## src/rtl/acs_pkg.sv

```systemverilog
// Constants, register codes and the sine divisor tables of the compressor.
// No dependencies.
`default_nettype none

package acs_pkg;

    localparam logic [31:0] ONE30         = 32'h4000_0000;
    localparam logic [31:0] ONE20         = 32'h0010_0000;
    localparam logic [31:0] NINE_TENTHS   = 32'd966367642;
    localparam logic [31:0] ELEVEN_TENTHS = 32'd1181116006;
    localparam logic [31:0] HALF_PI       = 32'd1686629713;
    localparam logic [31:0] ADJ_MULT      = 32'd92;
    localparam logic [31:0] ADJ_BASE      = 32'd6029312;
    localparam logic [18:0] RATE_MIN      = 19'd8192;

    localparam logic [15:0] PRESSURE_RESET = 16'd32768;
    localparam logic [15:0] MIX_RESET      = 16'd32768;
    localparam logic [18:0] RATE_RESET     = 19'd65536;
    localparam logic [31:0] GAIN_RESET     = 32'h4000_0000;
    localparam logic [31:0] SPEED_RESET    = 32'd104857600;

    localparam int NUM_W = 64;
    localparam int DEN_W = 32;

    localparam logic [2:0] SINE_LAST = 3'd4;

    localparam logic [1:0] REG_PRESSURE = 2'd0;
    localparam logic [1:0] REG_MIX      = 2'd1;
    localparam logic [1:0] REG_RATE     = 2'd2;

    // Horner divisors of the sine series, innermost (highest-order) term first
    function automatic logic [31:0] sine_div(input logic [2:0] k);
        logic [31:0] d;
        case (k)
            3'd0:    d = 32'd110;
            3'd1:    d = 32'd72;
            3'd2:    d = 32'd42;
            3'd3:    d = 32'd20;
            3'd4:    d = 32'd6;
            default: d = 32'd6;
        endcase
        return d;
    endfunction

    // floor(2^32 / divisor); the quotient it gives is short by at most one
    function automatic logic [31:0] sine_recip(input logic [2:0] k);
        logic [31:0] r;
        case (k)
            3'd0:    r = 32'd39045157;
            3'd1:    r = 32'd59652323;
            3'd2:    r = 32'd102261126;
            3'd3:    r = 32'd214748364;
            3'd4:    r = 32'd715827882;
            default: r = 32'd715827882;
        endcase
        return r;
    endfunction

endpackage

`default_nettype wire

```

## src/rtl/acs_div.sv

```systemverilog
// Radix-2 restoring divider, one quotient bit per cycle.
// Depends on acs_pkg for the operand widths.
`default_nettype none

module acs_div
(
    input  wire logic                       clk,
    input  wire logic                       rst_n,
    input  wire logic                       start,
    input  wire logic [acs_pkg::NUM_W-1:0]  dividend,
    input  wire logic [acs_pkg::DEN_W-1:0]  divisor,
    output logic                            done,
    output logic [acs_pkg::NUM_W-1:0]       quotient
);

    localparam int CNT_W = $clog2(acs_pkg::NUM_W + 1);

    logic [CNT_W-1:0]            cnt_reg;
    logic                        busy_reg;
    logic                        done_reg;
    logic [acs_pkg::DEN_W-1:0]   rem_reg;
    logic [acs_pkg::DEN_W-1:0]   den_reg;
    logic [acs_pkg::NUM_W-1:0]   quo_reg;
    logic [acs_pkg::DEN_W:0]     shifted;
    logic                        fits;

    assign shifted = {rem_reg, quo_reg[acs_pkg::NUM_W-1]};
    assign fits    = shifted >= {1'b0, den_reg};

    always_ff @(posedge clk or negedge rst_n)
    begin
        if (!rst_n)
        begin
            cnt_reg  <= '0;
            busy_reg <= 1'b0;
            done_reg <= 1'b0;
            rem_reg  <= '0;
            den_reg  <= '0;
            quo_reg  <= '0;
        end
        else
        begin
            done_reg <= 1'b0;
            if (start)
            begin
                cnt_reg  <= CNT_W'(acs_pkg::NUM_W);
                busy_reg <= 1'b1;
                rem_reg  <= '0;
                den_reg  <= divisor;
                quo_reg  <= dividend;
            end
            else if (busy_reg)
            begin
                // shift in one dividend bit, subtract where it fits
                if (fits)
                begin
                    rem_reg <= acs_pkg::DEN_W'(shifted - {1'b0, den_reg});
                end
                else
                begin
                    rem_reg <= shifted[acs_pkg::DEN_W-1:0];
                end
                quo_reg <= {quo_reg[acs_pkg::NUM_W-2:0], fits};
                cnt_reg <= cnt_reg - CNT_W'(1);
                if (cnt_reg == CNT_W'(1))
                begin
                    busy_reg <= 1'b0;
                    done_reg <= 1'b1;
                end
            end
        end
    end

    assign done     = done_reg;
    assign quotient = quo_reg;

endmodule

`default_nettype wire

```

## config.mk

```make
export PLATFORM = sky130hd
export DESIGN_NAME = acs_div
export DESIGN_NICKNAME = d
export VERILOG_FILES = /design/src/rtl/acs_pkg.sv /design/src/rtl/acs_div.sv
export SDC_FILE = /design/constraint.sdc
export NUM_CORES = 1
export LEC_CHECK = 0
export BUFFER_PORTS_ARGS = -buffer_cell sky130_fd_sc_hd__buf_4
export CAP_MARGIN = 20
export CELL_PAD_IN_SITES_DETAIL_PLACEMENT = 0
export CELL_PAD_IN_SITES_GLOBAL_PLACEMENT = 1
export CORE_ASPECT_RATIO = 1.1
export CORE_MARGIN = 8
export CORE_UTILIZATION = 45
export CTS_CLUSTER_SIZE = 8
export DETAILED_ROUTE_END_ITERATION = 16
export PLACE_DENSITY = 0.86
export SYNTH_ARGS = -nofsm -noshare
export SYNTH_HDL_FRONTEND = slang
export SYNTH_SLANG_ARGS = --single-unit
```

## constraint.sdc

```tcl
create_clock -name clk -period 4.4 [get_ports clk]
set_input_delay 0.44 -clock clk [delete_from_list [all_inputs] [get_ports clk]]
set_output_delay 0.44 -clock clk [all_outputs]
set_load 0.005 [all_outputs]
```

==> flow_summary.json <==
{
  "crit_arrival_ns": 3.64,
  "hold_viol_final": 0,
  "cts_hold_buffers": 0,
  "row_count": 51,
  "peakVddDrop_mv": 0.336,
  "finalWirelength_um": 20600,
  "area_delta_synth_final_pct": 24.4,
  "avgRoutedWirePerCell_um": 16.1,
  "register_area_mm2": 0.00343,
  "h-tree-depth": 4,
  "antenna_cells": 0,
  "largest_register_ffs": 64,
  "cts_root_buffer": "clkbuf_16",
  "grt_use_total_pct": 18.4,
  "cts_buffer_depth": 2,
  "die-area_mm2": 0.0225,
  "synth_nets": 1028,
  "r2r-end": "rem_reg[17]$_DFFE_PN0P_",
  "min_path_type": "in -> async",
  "path_clk_slew_ns": 0.06,
  "postSynthAreaPerCell_um2": 9.04,
  "finalSetupViolCount": 0,
  "fmaxAchievable_mhz": 303,
  "postCtsResizedCells": 0,
  "critPathCaptureType": "register",
  "port_buffers": 163,
  "async_flop_share_pct": 100,
  "worstMarginPinSlew_ns": 0.963,
  "nets": 1159,
  "r2r_setup_slack_ns": 1.10,
  "crit_type": "reg -> reg",
  "firstDrtPassIters": 5,
  "drc": 0,
  "yosysTopAreaCell": "dfrtp_1",
  "post-route-min-period_ns": 3.30,
  "p_leak_uw": 0.00513,
  "reg2regPathDepth": 10,
  "fin_crit_sh_pct": 74.9,
  "max_cap_violations": 0,
  "grt_pass1_wl_um": 33300,
  "cts_buffers": 17,
  "core_area_mm2": 0.0177,
  "grt_pass1_vias": 6723,
  "layout-drive-gt1-share_pct": 21.2,
  "synth_top_area_share_pct": 42.4,
  "dominantRegCellSynth": "dfrtp_1",
  "grt_max_degree": 152,
  "die_h_um": 157,
  "die_w_um": 144,
  "seq_area_frac_synth_pct": 42.4,
  "slew_viol_final": 0,
  "slew_headroom_pct": 35.8,
  "p_per_area_mw_per_mm2": 573,
  "syn_inst": 894,
  "power.total_uw": 5760,
  "fin_skew_ns": 0.0125,
  "finalSetupTns_ns": 0,
  "ys_warn_count": 0,
  "hpwlAfterDp_um": 14300,
  "r2r-start": "rem_reg[9]$_DFFE_PN0P_",
  "vias": 6837,
  "rsz0062_at_grt": "no",
  "critPathMaxFanout": 11,
  "cts_tree": "yes",
  "via_per_inst": 5.36,
  "initial_core_util_pct": 45.7,
  "clkSinkCount": 137,
  "drt_iter0_markers": 434,
  "pin_count": 164,
  "critPathLaunchType": "register",
  "gp_congestion": 0.819,
  "syn-cell-area_mm2": 0.00808,
  "synth_seq_cells": 137,
  "synth.area.top_cells": "dfrtp_1, mux2i_1, o21ai_0",
  "antenna_found_initial": 0,
  "status": "finished clean",
  "post_cts_buffers": 0,
  "ant_nets": 0,
  "crit_required_ns": 4.74,
  "synth.distinct_cells": 62,
  "grt_overflow": 0,
  "multi_input_area_mm2": 0.00425,
  "fillers": 1628,
  "insertion_delay_ns": 0.43,
  "synth_edf_count": 0
}
-- critical path: stages (launching register included) --
cell and delay [ns]:
dfrtp_1 0.44, ha_1 0.43, nand3_1 0.11, a21boi_1 0.27
a311oi_4 0.10, o211ai_4 0.30, a21oi_4 0.14, a2111o_1 0.57
buf_4 0.27, a211o_1 0.31, a311oi_2 0.26
-- per-layer routing --
layer | part of all wire, % | track usage, %
met1 | 44 | 23.7
met2 | 48 | 30.3
met3 | 6.3 | 3.38
met4 | 1.5 | 6.47
met5 | 0 | 0
-- Yosys cell counts, types with 3 or more instances --
| cell | instances |
|---|---|
| nor4_1 | 3 |
| a32oi_1 | 4 |
| inv_1 | 39 |
| nand2_1 | 124 |
| a41oi_1 | 3 |
| and3_1 | 5 |
| nor2_1 | 61 |
| nand3_1 | 31 |
| nor3b_1 | 7 |
| xor2_1 | 10 |
| buf_1 | 5 |
| a31oi_1 | 4 |
| o21ai_0 | 116 |
| clkbuf_1 | 49 |
| xnor2_1 | 22 |
| o21ai_1 | 14 |
| o211ai_1 | 4 |
| ha_1 | 34 |
| nor3_1 | 7 |
| a21o_1 | 16 |
| a211oi_1 | 5 |
| nand4_1 | 6 |
| nand2b_1 | 6 |
| mux2i_1 | 63 |
| a211o_1 | 3 |
| o31ai_1 | 9 |
| a311oi_1 | 23 |
| buf_6 | 4 |
| nand3b_1 | 4 |
| dfrtp_1 | 137 |
| nor2b_1 | 5 |
| a21oi_1 | 29 |
| buf_2 | 4 |
-- cell type report --
cell class	instances	area share [%]
Multi-Input combinational cell	656	42.3
Inverter	39	1.46
Clock buffer	18	4.37
Clock inverter	14	1.62
Sequential cell	137	34.1
Timing Repair Buffer	174	13.2
Tap cell	238	2.96
-- power by group --
part / switching [µW] / internal [µW]
clock network: 596 / 863
registers: 207 / 1510
logic: 1460 / 1120
-- worst max path at each step --
stage                             start                 endpoint  slack [ns]  depth (start not counted)
2_1_floorplan  quotient[63]$_DFFE_PN0P_  rem_reg[22]$_DFFE_PN0P_        1.62                         11
3_3_place_gp     rem_reg[3]$_DFFE_PN0P_   rem_reg[8]$_DFFE_PN0P_        1.11                         10
3_5_place_dp     rem_reg[7]$_DFFE_PN0P_   rem_reg[1]$_DFFE_PN0P_        1.13                         10
4_1_cts          rem_reg[7]$_DFFE_PN0P_   rem_reg[8]$_DFFE_PN0P_        1.10                         10
5_1_grt          rem_reg[3]$_DFFE_PN0P_   rem_reg[3]$_DFFE_PN0P_        0.82                         10
6_report         rem_reg[9]$_DFFE_PN0P_  rem_reg[17]$_DFFE_PN0P_        1.10                         10
-- per-stage QoR --
step                setup slack [ns]  cells  instance area (µm²)  util [%]  hold slack, ns
global route                   0.815   1276                10100      56.9           0.193
CTS                             1.10   1276                10100      56.9           0.162
finish                          1.10   1276                10100      56.9           0.108
global placement                1.11   1244                 9450      53.5           0.497
floorplan                       1.62    894                 8080         -           0.144
detailed placement              1.13   1244                 9450      53.5           0.506
-- kinds of logic (layout without fill, tap and decap cells) --
kind of cell | Yosys count | in the layout | synth area share (%)
AOI/OAI and AO/OA | 256 | 256 | 20.6
xor gates and xnor gates | 32 | 32 | 3.47
adders and majority gates | 35 | 35 | 5.51
buffers and inverters | 101 | 245 | 5.12
DFF | 137 | 137 | 42.4
muxes | 65 | 65 | 8.08
and+or+nand+nor | 268 | 268 | 14.8
-- layout by cell type, fill, tap and decap left out, types with 5 or more instances in the layout --
cell type	count
o31ai_1	9
xor2_1	10
nor3_1	7
clkbuf_16	17
o21ai_1	14
and3_1	5
nor2_1	61
inv_1	39
nand4_1	6
nand2_1	124
nor2b_1	5
nand2b_1	6
buf_4	171
a211oi_1	5
clkinv_4	5
a21o_1	16
xnor2_1	22
nand3_1	31
mux2i_1	63
a311oi_1	23
o21ai_0	116
a21oi_1	29
dfrtp_1	136
ha_1	34
nor3b_1	7
No activity file was read; power rests on OpenSTA's default activity.
